**config.mk**
```make
export PLATFORM = sky130hd
export DESIGN_NAME = websocket_frame_deframer
export DESIGN_NICKNAME = d
export VERILOG_FILES = /design/src/wsd_pkg.sv /design/src/wsd_in_stage.sv /design/src/wsd_parser.sv /design/src/wsd_out_stage.sv /design/src/websocket_frame_deframer.sv
export VERILOG_INCLUDE_DIRS = /design/src /design/src/src
export SDC_FILE = /design/constraint.sdc
export NUM_CORES = 1
export LEC_CHECK = 0
export BUFFER_PORTS_ARGS = -buffer_cell sky130_fd_sc_hd__buf_4
export CORE_ASPECT_RATIO = 0.9
export CORE_MARGIN = 2
export CORE_UTILIZATION = 63
export DETAILED_ROUTE_END_ITERATION = 10
export GPL_TIMING_DRIVEN = 1
export HOLD_SLACK_MARGIN = 0.06
export PLACE_DENSITY = 0.86
export SLEW_MARGIN = 20
export SYNTH_ARGS = -nofsm -noshare
export SYNTH_HDL_FRONTEND = slang
export SYNTH_SLANG_ARGS = --single-unit
export TNS_END_PERCENT = 50
```
**constraint.sdc**
```tcl
create_clock -name clk -period 3.8 [get_ports clk]
set_clock_uncertainty 0.1 [all_clocks]
set_input_delay 0.76 -clock clk [delete_from_list [all_inputs] [get_ports clk]]
set_output_delay 0.76 -clock clk [all_outputs]
set_load 0.005 [all_outputs]
```
**src/websocket_frame_deframer_defines.svh**
```systemverilog
// Assertion macros used by the deframer parser RTL.
`ifndef WEBSOCKET_FRAME_DEFRAMER_DEFINES_SVH
`define WEBSOCKET_FRAME_DEFRAMER_DEFINES_SVH

// Check that the consequent holds in the same cycle as the antecedent.
`define WSD_ASSERT_SAME(label, clk, rst_n, ante, cons) \
    label: assert property (@(posedge clk) disable iff (!rst_n) (ante) |-> (cons)) \
        else $error("deframer same-cycle check failed");

// Check that the consequent holds in the cycle after the antecedent.
`define WSD_ASSERT_NEXT(label, clk, rst_n, ante, cons) \
    label: assert property (@(posedge clk) disable iff (!rst_n) (ante) |=> (cons)) \
        else $error("deframer next-cycle check failed");

`endif

```
**src/wsd_pkg.sv**
```systemverilog
// Shared types and constants of the WebSocket frame deframer.
package wsd_pkg;

    localparam logic [7:0] CLOSE_BYTE  = 8'h88;
    localparam logic [7:0] FIN_MASK    = 8'h80;
    localparam logic [7:0] OPCODE_MASK = 8'h0f;
    localparam logic [7:0] MASK_BIT    = 8'h80;
    localparam logic [6:0] LEN_EXT16   = 7'd126;
    localparam logic [6:0] LEN_EXT64   = 7'd127;

    typedef enum logic [2:0] {
        KIND_DATA     = 3'd0,
        KIND_CLOSE    = 3'd1,
        KIND_BADOP    = 3'd2,
        KIND_UNMASKED = 3'd3,
        KIND_EXTLEN   = 3'd4,
        KIND_EMPTY    = 3'd5
    } kind_t;

    typedef struct packed {
        logic       valid;
        kind_t      kind;
        logic [7:0] payload;
        logic       last;
    } result_t;

endpackage

```
**src/wsd_in_stage.sv**
```systemverilog
// Input register stage: holds one received byte until the parser takes it.
module wsd_in_stage (
    input  logic       clk,
    input  logic       rst_n,
    input  logic       in_valid,
    output logic       in_ready,
    input  logic [7:0] data_byte,
    input  logic       take,
    output logic       byte_valid,
    output logic [7:0] byte_data
);

    logic       valid_reg;
    logic       valid_next;
    logic [7:0] data_reg;

    // Accept a new byte when empty or when the held byte leaves this cycle.
    assign in_ready = !valid_reg || take;

    always_comb
    begin
        valid_next = valid_reg;
        if (in_ready)
        begin
            valid_next = in_valid;
        end
    end

    always_ff @(posedge clk or negedge rst_n)
    begin
        if (!rst_n)
        begin
            valid_reg <= 1'b0;
        end
        else
        begin
            valid_reg <= valid_next;
        end
    end

    always_ff @(posedge clk)
    begin
        if (in_valid && in_ready)
        begin
            data_reg <= data_byte;
        end
    end

    assign byte_valid = valid_reg;
    assign byte_data  = data_reg;

endmodule

```
**src/wsd_parser.sv**
```systemverilog
// Frame parser: header checks, mask gathering and payload unmasking.
`include "websocket_frame_deframer_defines.svh"

module wsd_parser (
    input  logic              clk,
    input  logic              rst_n,
    input  logic              byte_valid,
    input  logic [7:0]        byte_data,
    input  logic              advance,
    output wsd_pkg::result_t  res
);

    typedef enum logic [2:0] {
        PH_HDR0,
        PH_HDR1,
        PH_MASK,
        PH_DATA,
        PH_STOP
    } phase_t;

    phase_t      phase_reg;
    phase_t      phase_next;
    logic [31:0] mask_key_reg;
    logic [31:0] mask_key_next;
    logic [1:0]  pos_reg;
    logic [1:0]  pos_next;
    logic [6:0]  remain_reg;
    logic [6:0]  remain_next;
    logic [7:0]  mask_byte;
    logic [6:0]  remain_dec;

    always_comb
    begin
        case (pos_reg)
            2'd0:    mask_byte = mask_key_reg[31:24];
            2'd1:    mask_byte = mask_key_reg[23:16];
            2'd2:    mask_byte = mask_key_reg[15:8];
            default: mask_byte = mask_key_reg[7:0];
        endcase
    end

    assign remain_dec = remain_reg - 7'd1;

    always_comb
    begin
        phase_next    = phase_reg;
        mask_key_next = mask_key_reg;
        pos_next      = pos_reg;
        remain_next   = remain_reg;
        res.valid     = 1'b0;
        res.kind      = wsd_pkg::KIND_DATA;
        res.payload   = 8'd0;
        res.last      = 1'b0;
        case (phase_reg)
            PH_HDR0:
            begin
                if (byte_data == wsd_pkg::CLOSE_BYTE)
                begin
                    phase_next = PH_STOP;
                    res.valid  = byte_valid;
                    res.kind   = wsd_pkg::KIND_CLOSE;
                end
                else if ((byte_data & wsd_pkg::FIN_MASK) == 8'd0
                         || (byte_data & wsd_pkg::OPCODE_MASK) == 8'd0)
                begin
                    phase_next = PH_STOP;
                    res.valid  = byte_valid;
                    res.kind   = wsd_pkg::KIND_BADOP;
                end
                else
                begin
                    phase_next = PH_HDR1;
                end
            end
            PH_HDR1:
            begin
                if ((byte_data & wsd_pkg::MASK_BIT) == 8'd0)
                begin
                    phase_next = PH_STOP;
                    res.valid  = byte_valid;
                    res.kind   = wsd_pkg::KIND_UNMASKED;
                end
                else if (byte_data[6:0] == wsd_pkg::LEN_EXT16
                         || byte_data[6:0] == wsd_pkg::LEN_EXT64)
                begin
                    phase_next = PH_STOP;
                    res.valid  = byte_valid;
                    res.kind   = wsd_pkg::KIND_EXTLEN;
                end
                else
                begin
                    remain_next   = byte_data[6:0];
                    pos_next      = 2'd0;
                    mask_key_next = 32'd0;
                    phase_next    = PH_MASK;
                end
            end
            PH_MASK:
            begin
                mask_key_next = {mask_key_reg[23:0], byte_data};
                pos_next      = pos_reg + 2'd1;
                // The fourth key byte closes the key; an empty frame ends here.
                if (pos_reg == 2'd3)
                begin
                    if (remain_reg == 7'd0)
                    begin
                        phase_next = PH_HDR0;
                        res.valid  = byte_valid;
                        res.kind   = wsd_pkg::KIND_EMPTY;
                    end
                    else
                    begin
                        phase_next = PH_DATA;
                    end
                end
            end
            PH_DATA:
            begin
                pos_next    = pos_reg + 2'd1;
                remain_next = remain_dec;
                res.valid   = byte_valid;
                res.kind    = wsd_pkg::KIND_DATA;
                res.payload = byte_data ^ mask_byte;
                if (remain_dec == 7'd0)
                begin
                    res.last   = 1'b1;
                    phase_next = PH_HDR0;
                end
            end
            default:
            begin
                phase_next = PH_STOP;
            end
        endcase
    end

    always_ff @(posedge clk or negedge rst_n)
    begin
        if (!rst_n)
        begin
            phase_reg    <= PH_HDR0;
            mask_key_reg <= 32'd0;
            pos_reg      <= 2'd0;
            remain_reg   <= 7'd0;
        end
        else if (advance)
        begin
            phase_reg    <= phase_next;
            mask_key_reg <= mask_key_next;
            pos_reg      <= pos_next;
            remain_reg   <= remain_next;
        end
    end

    `WSD_ASSERT_SAME(a_side_fields_zero, clk, rst_n,
        res.valid && res.kind != wsd_pkg::KIND_DATA, res.payload == 8'd0 && !res.last)
    `WSD_ASSERT_SAME(a_last_only_data, clk, rst_n,
        res.last, res.kind == wsd_pkg::KIND_DATA && phase_reg == PH_DATA)
    `WSD_ASSERT_NEXT(a_stop_sticky, clk, rst_n,
        phase_reg == PH_STOP, phase_reg == PH_STOP)
    `WSD_ASSERT_NEXT(a_fault_stops, clk, rst_n,
        advance && res.valid && (res.kind == wsd_pkg::KIND_CLOSE
            || res.kind == wsd_pkg::KIND_BADOP || res.kind == wsd_pkg::KIND_UNMASKED
            || res.kind == wsd_pkg::KIND_EXTLEN), phase_reg == PH_STOP)

endmodule

```
**src/wsd_out_stage.sv**
```systemverilog
// Output register stage: holds one result until the consumer takes it.
module wsd_out_stage (
    input  logic             clk,
    input  logic             rst_n,
    input  logic             advance,
    input  wsd_pkg::result_t res,
    output logic             can_load,
    output logic             out_valid,
    input  logic             out_ready,
    output logic [2:0]       kind,
    output logic [7:0]       payload_byte,
    output logic             last_byte
);

    logic             valid_reg;
    logic             valid_next;
    wsd_pkg::kind_t   kind_reg;
    logic [7:0]       payload_reg;
    logic             last_reg;

    assign can_load = !valid_reg || out_ready;

    always_comb
    begin
        valid_next = valid_reg;
        if (advance)
        begin
            valid_next = res.valid;
        end
        else if (out_ready)
        begin
            valid_next = 1'b0;
        end
    end

    always_ff @(posedge clk or negedge rst_n)
    begin
        if (!rst_n)
        begin
            valid_reg <= 1'b0;
        end
        else
        begin
            valid_reg <= valid_next;
        end
    end

    always_ff @(posedge clk)
    begin
        if (advance && res.valid)
        begin
            kind_reg    <= res.kind;
            payload_reg <= res.payload;
            last_reg    <= res.last;
        end
    end

    assign out_valid    = valid_reg;
    assign kind         = 3'(kind_reg);
    assign payload_byte = payload_reg;
    assign last_byte    = last_reg;

endmodule

```
**src/websocket_frame_deframer.sv**
```systemverilog
// Path: an accepted byte waits in the input register; its result loads into the output register when it advances.
// Throughput: one byte per cycle sustained while out_ready keeps the output register free; each byte needs one
// short state update. Bytes that give no result (headers, mask key) also wait while the output register is full.
// Reset (rst_n low, asynchronous) empties both stages and returns to header parsing.
// After a close request or protocol error all further bytes are dropped until reset.
module websocket_frame_deframer (
    input  logic       clk,
    input  logic       rst_n,
    input  logic       in_valid,
    output logic       in_ready,
    input  logic [7:0] data_byte,
    output logic       out_valid,
    input  logic       out_ready,
    output logic [2:0] kind,
    output logic [7:0] payload_byte,
    output logic       last_byte
);

    // Byte held in the input register, ready for the parser.
    logic             byte_valid;
    logic [7:0]       byte_data;
    // Parser result for the held byte, before the output register.
    wsd_pkg::result_t res;
    // Output register can take a new result this cycle.
    logic             can_load;
    // Held byte moves through the parser into the output register.
    logic             advance;

    // Advance whenever a byte waits and the output side has room; a byte
    // with no result still advances, so header and key bytes stall only while the output side is full.
    assign advance = byte_valid && can_load;

    wsd_in_stage u_in_stage (
        .clk        (clk),
        .rst_n      (rst_n),
        .in_valid   (in_valid),
        .in_ready   (in_ready),
        .data_byte  (data_byte),
        .take       (advance),
        .byte_valid (byte_valid),
        .byte_data  (byte_data)
    );

    // Parser state (phase, key, key position, remaining length) updates
    // only when a byte advances, so stalls never disturb it.
    wsd_parser u_parser (
        .clk        (clk),
        .rst_n      (rst_n),
        .byte_valid (byte_valid),
        .byte_data  (byte_data),
        .advance    (advance),
        .res        (res)
    );

    // Hold each result until its transfer completes on the output side.
    wsd_out_stage u_out_stage (
        .clk          (clk),
        .rst_n        (rst_n),
        .advance      (advance),
        .res          (res),
        .can_load     (can_load),
        .out_valid    (out_valid),
        .out_ready    (out_ready),
        .kind         (kind),
        .payload_byte (payload_byte),
        .last_byte    (last_byte)
    );

endmodule
```
# After elaboration in Yosys (flattened, before gate mapping)
# Index checks and enable logic that the tools add are counted.
# classes
add_sub_neg,2
eq_ne,13
n_mux,28
bitwise_logic,1
reduce_logical,24
# op_table
cell,count
$mux 32,2
$pmux 32 s2,1
$mux 4,6
$pmux 8 s3,1
$mux 3,6
$logic_not 8->1,2
$pmux 4 s4,1
$eq 7x7->1 const B,2
$logic_not 7->1,2
$mux 7,2
$pmux 7 s2,1
$pmux 3 s4,1
$reduce_and 4->1,3
$eq 8x8->1 const B,1
$reduce_bool 2->1,4
$xor 8x8->8,1
$sub 7x1->7 const B,1
$eq 3x2->1 const B,2
$mux 2,3
$eq 2x2->1 const B,2
$logic_or 1x1->1,4
$ne 2x1->1 const B,2
$ne 2x2->1 const B,2
$pmux 2 s2,1
10 further kinds,15
# totals
regBits,66
inputBits,12
out_inout_bits,14
wordCells,78

# Logic depth before layout (Yosys ltp)
# depth
word_depth,6
ltp_mapped,8
mapped_depth_nobuf,7

# Hierarchy
# From an unflattened synthesis, not the netlist that was laid out.
# unflattened
cells_unflattened,288
area_unflattened_um2,3289.4
# by_module_without_submodules
mod,n_inst,cells_per_inst,area_each_um2,seq_area_each_um2
wsd_parser,1,259,2573.7,1101.1
wsd_out_stage,1,16,415.4,385.4
wsd_in_stage,1,12,294.0,265.3
websocket_frame_deframer,1,1,6.3,0.0

# Worst setup path after synthesis
# Ideal clock, no wire load.
# synth_timing
kind,reg2reg
from,reg u_parser.remain_reg[0]
to,"reg u_out_stage.kind_reg[0], in the netlist u_out_stage.kind[0], enable pin"
setup_ps,327
t_arrival_ps,1984
required_time_ps,3373
setup_slack_ps,1389
stages_incl_launch_ff,7
path_buffers,0
synth_period_minus_slack_ps,2411
cell_sequence,dfrtp_1 -> inv_1 -> ha_1 -> or3b_4 -> or4_4 -> a21boi_2 -> a31o_2
# synth_via
elab_chain_cells,5
# synth_lines
item,line_no,text
start: declaration,wsd_parser.sv:27,logic [6:0] remain_reg;
start signal: assignment,wsd_parser.sv:151,remain_reg <= remain_next;
$logic_not 7->1,wsd_parser.sv:105,if (remain_reg == 7'd0)
$mux 4,wsd_parser.sv:105,
$mux 4,wsd_parser.sv:103,if (pos_reg == 2'd3)
$pmux 4 s4,wsd_parser.sv:54,case (phase_reg)
$logic_and 1x1->1,wsd_out_stage.sv:50,if (advance && res.valid)
end signal: assignment,wsd_out_stage.sv:52,kind_reg <= res.kind;
end: declaration,wsd_out_stage.sv:17,wsd_pkg::kind_t kind_reg;
# No other way between the ends.
# A chain may end at the register's enable or synchronous reset.

# Worst setup path in the final report
# layout_timing
from,reg u_parser.remain_reg[0]
to,"reg u_out_stage.payload_reg[0], in the netlist u_out_stage.payload_byte[0], enable pin"
# layout_via
elab_chain_cells,5
# layout_lines
item,line_no,text
$logic_not 7->1,wsd_parser.sv:105,
$mux 4,wsd_parser.sv:105,
$mux 4,wsd_parser.sv:103,
$pmux 4 s4,wsd_parser.sv:54,
$logic_and 1x1->1,wsd_out_stage.sv:50,
end signal: assignment,wsd_out_stage.sv:53,payload_reg <= res.payload;
end: declaration,wsd_out_stage.sv:18,logic [7:0] payload_reg;
# No other way between the ends.

==> results.json <==
{
  "seqPwrFrac_pct": 50.8,
  "finalCritPeriodShare_pct": 69.2,
  "antenna_found_initial": 0,
  "met3WireLength_um": 591,
  "post_synth.cell_area_avg_um2": 11.3,
  "synthSimpleGateAreaFrac_pct": 11.7,
  "synth_top_area_share_pct": 37.1,
  "syn_inst": 274,
  "n_antenna_cell": 0,
  "timing.final.max_slew_violations": 0,
  "critical_path.startpoint_type": "flip-flop",
  "p_sw_uw": 691,
  "drcViolationCount": 0,
  "pwr_density_cell_mw_per_mm2": 611,
  "path_class": "flip-flop to flip-flop",
  "cpLargestDelayFamily": "simple AND/OR/NAND/NOR gates",
  "grt_pass1_vias": 2209,
  "crit_arrival_ns": 2.55,
  "slowest_stage": "or4_4",
  "clk_latency_ns": 0.35,
  "coreArea_mm2": 0.00480,
  "fin_crit_ns": 2.63,
  "synth_fa_ha_area_share_pct": 2.83,
  "p_clk_share_pct": 26.0,
  "die_h_um": 70.5,
  "tritoncts": "yes",
  "crit_chain": "inv_1, ha_1, or3b_4, or4_4, a21boi_2, a31o_2",
  "syn_nets": 293,
  "grt_overflow": 0,
  "worstMarginPinSlew_ns": 1.00,
  "io_pins": 26,
  "drt-initial-drc-count": 288,
  "grt_pass1_wl_um": 10900,
  "hold_buffers": 0,
  "final_layout_size_suffix_gt1_share_pct": 16.1,
  "drt-wirelength-per-cell_um": 17.9,
  "routed_wirelength_um": 6500,
  "grt_max_degree": 47,
  "wl_met1_um": 2790,
  "synth_compound_area_share_pct": 22.9,
  "timing.critical_path.slowest_cell_delay_ns": 0.52,
  "cts_setup_buffers": 0,
  "stdcell_count": 364,
  "path_max_fanout": 13,
  "cap_violations": 0,
  "first_pass_iters": 5,
  "dieArea_mm2": 0.00550,
  "yosys_register_bits": 66,
  "synth_enable_flop_cells": 20,
  "synth_flop_cell": "dfrtp_1",
  "hold_viol": 0,
  "hold_class": "input port to async pin",
  "p_leak_nw": 1.44,
  "muxShareOfSynthArea_pct": 0,
  "p_sw_share_pct": 32.5,
  "io_buffers": 25,
  "critPathRequiredTime_ns": 3.72,
  "setup_slack_ns": 1.17,
  "yosysWarnings": 0,
  "path_buf_inv": 1,
  "cts_buffer_depth": 2,
  "largest_register_ffs": 32,
  "vias_per_cell": 6.48,
  "ys_seq_area_share_pct": 56.5,
  "intPower_mw": 1.44,
  "endpoint_kind": "flip-flop",
  "grt_usage_pct": 26.5,
  "row_count": 24,
  "status": "finished clean",
  "whs_ns": 0.305,
  "fmaxAchievable_mhz": 380,
  "route.met2.wl_um": 3000,
  "synthXorXnorAreaFrac_pct": 2.26,
  "comb_power_share_pct": 23.2,
  "yosysMostFrequentCell": "dfrtp_1",
  "rsz0062_at_grt": "false",
  "cts-buffers-inserted": 9,
  "relSlewSlack_pct": 32.9,
  "dpl_worst_slack_ns": 1.02,
  "place_inst": 348,
  "dp_hpwl_um": 4140,
  "nets": 313,
  "area_delta_synth_final_pct": 12.4,
  "power_mw": 2.13,
  "netlist-cell-type-count": 43,
  "num_vias": 2360,
  "setup_tns_ns": 0,
  "ys_top_cells_by_count": "dfrtp_1 (46), a22o_1 (32), o21ai_0 (24)",
  "final_cell_area_mm2": 0.00348,
  "routed.top_layer": "met4",
  "start_util_pct": 64.5,
  "setup_viol": 0,
  "clk_pin_slew_ns": 0.07,
  "htreeDepth": 3,
  "yosys.area.top_type": "dfrtp_1",
  "syn_area_mm2": 0.00310,
  "synthTopCellsByArea": "dfrtp_1 (37%), edfxtp_1 (19%), a22o_1 (9.0%)",
  "die_x_um": 77.9,
  "synth_top_family_by_area": "compound AO/OA/AOI/OAI gates",
  "cts.sinks": 66,
  "post-route-util_pct": 72.5,
  "cts.repair.resized": 0,
  "ir_worst_vdd_v": 0.000333,
  "async_reset_ff_share_pct": 69.7,
  "ant_nets": 0,
  "cts_root_buf": "clkbuf_8",
  "placed_cell_area_mm2": 0.00330,
  "gp_congestion": 0.858
}
final timing paths:
path,from,end,slack (ns),depth (start not counted)
worst max-delay path,u_parser.remain_reg[0],u_out_stage.payload_byte[0],1.17,6
worst min-delay path,rst_n,u_parser.mask_key_reg[16],0.31,1
worst max register to register,u_parser.remain_reg[0],u_out_stage.payload_byte[0],1.17,6
worst min register to register,u_parser.mask_key_reg[26],u_parser.mask_key_reg[26],0.42,1
max in group asynchronous,rst_n,u_parser.remain_reg[0],2.91,1
min in group clk,u_parser.mask_key_reg[26],u_parser.mask_key_reg[26],0.42,1
kinds of logic after synthesis:
family | Yosys count
compound gates | 97
simple gates | 69
flops | 66
buf+inv | 27
xor+xnor | 8
fa+ha+maj | 7
final cells by class:
cell class	count	area, um^2
flip-flops and latches	66	1750
fillers	338	1320
multi-input cells	181	1240
repair buffers	26	195
clock buffers	12	135
well taps	65	81.3
clock inverters	4	42.5
inverters	10	37.5
worst reg2reg max path: cells and delay by family, from the launching register on:
kind	cells	cell delay, ns
simple gates	2	0.96
fa+ha+maj	1	0.25
compound gates	2	0.45
flops	1	0.44
buf+inv	1	0.10
power groups by stage:
stage	clock [mW]	combinational (mW)	sequential, mW
finish	0.554	0.493	1.08
global route	0.589	0.549	1.10
CTS	0.553	0.487	1.07
detailed placement	0	0.485	1.08
global placement	0	0.464	1.07
floorplan	0	0.384	1.03
per-layer routing:
metal / vias to the layer above / GRT usage (%)
li1: 1079 / -
met2: 122 / 36.8
met3: 14 / 9.69
met4: 0 / 12.5
met1: 1145 / 37.7
met5: - / 0
layout by cell type (no fill, tap or decap), types with 5 or more instances in the layout:
master / Yosys / routed
clkbuf_8: 0 / 9
inv_1: 10 / 10
buf_4: 4 / 26
nor2_1: 19 / 19
nand2_1: 18 / 17
a22o_1: 32 / 32
nor3_1: 7 / 6
a222oi_1: 8 / 8
nand2b_1: 5 / 5
ha_1: 7 / 7
xnor2_1: 8 / 8
edfxtp_1: 20 / 20
dfrtp_1: 46 / 46
a21oi_1: 14 / 14
o21ai_0: 24 / 24
No activity file was read; power rests on OpenSTA's default activity.
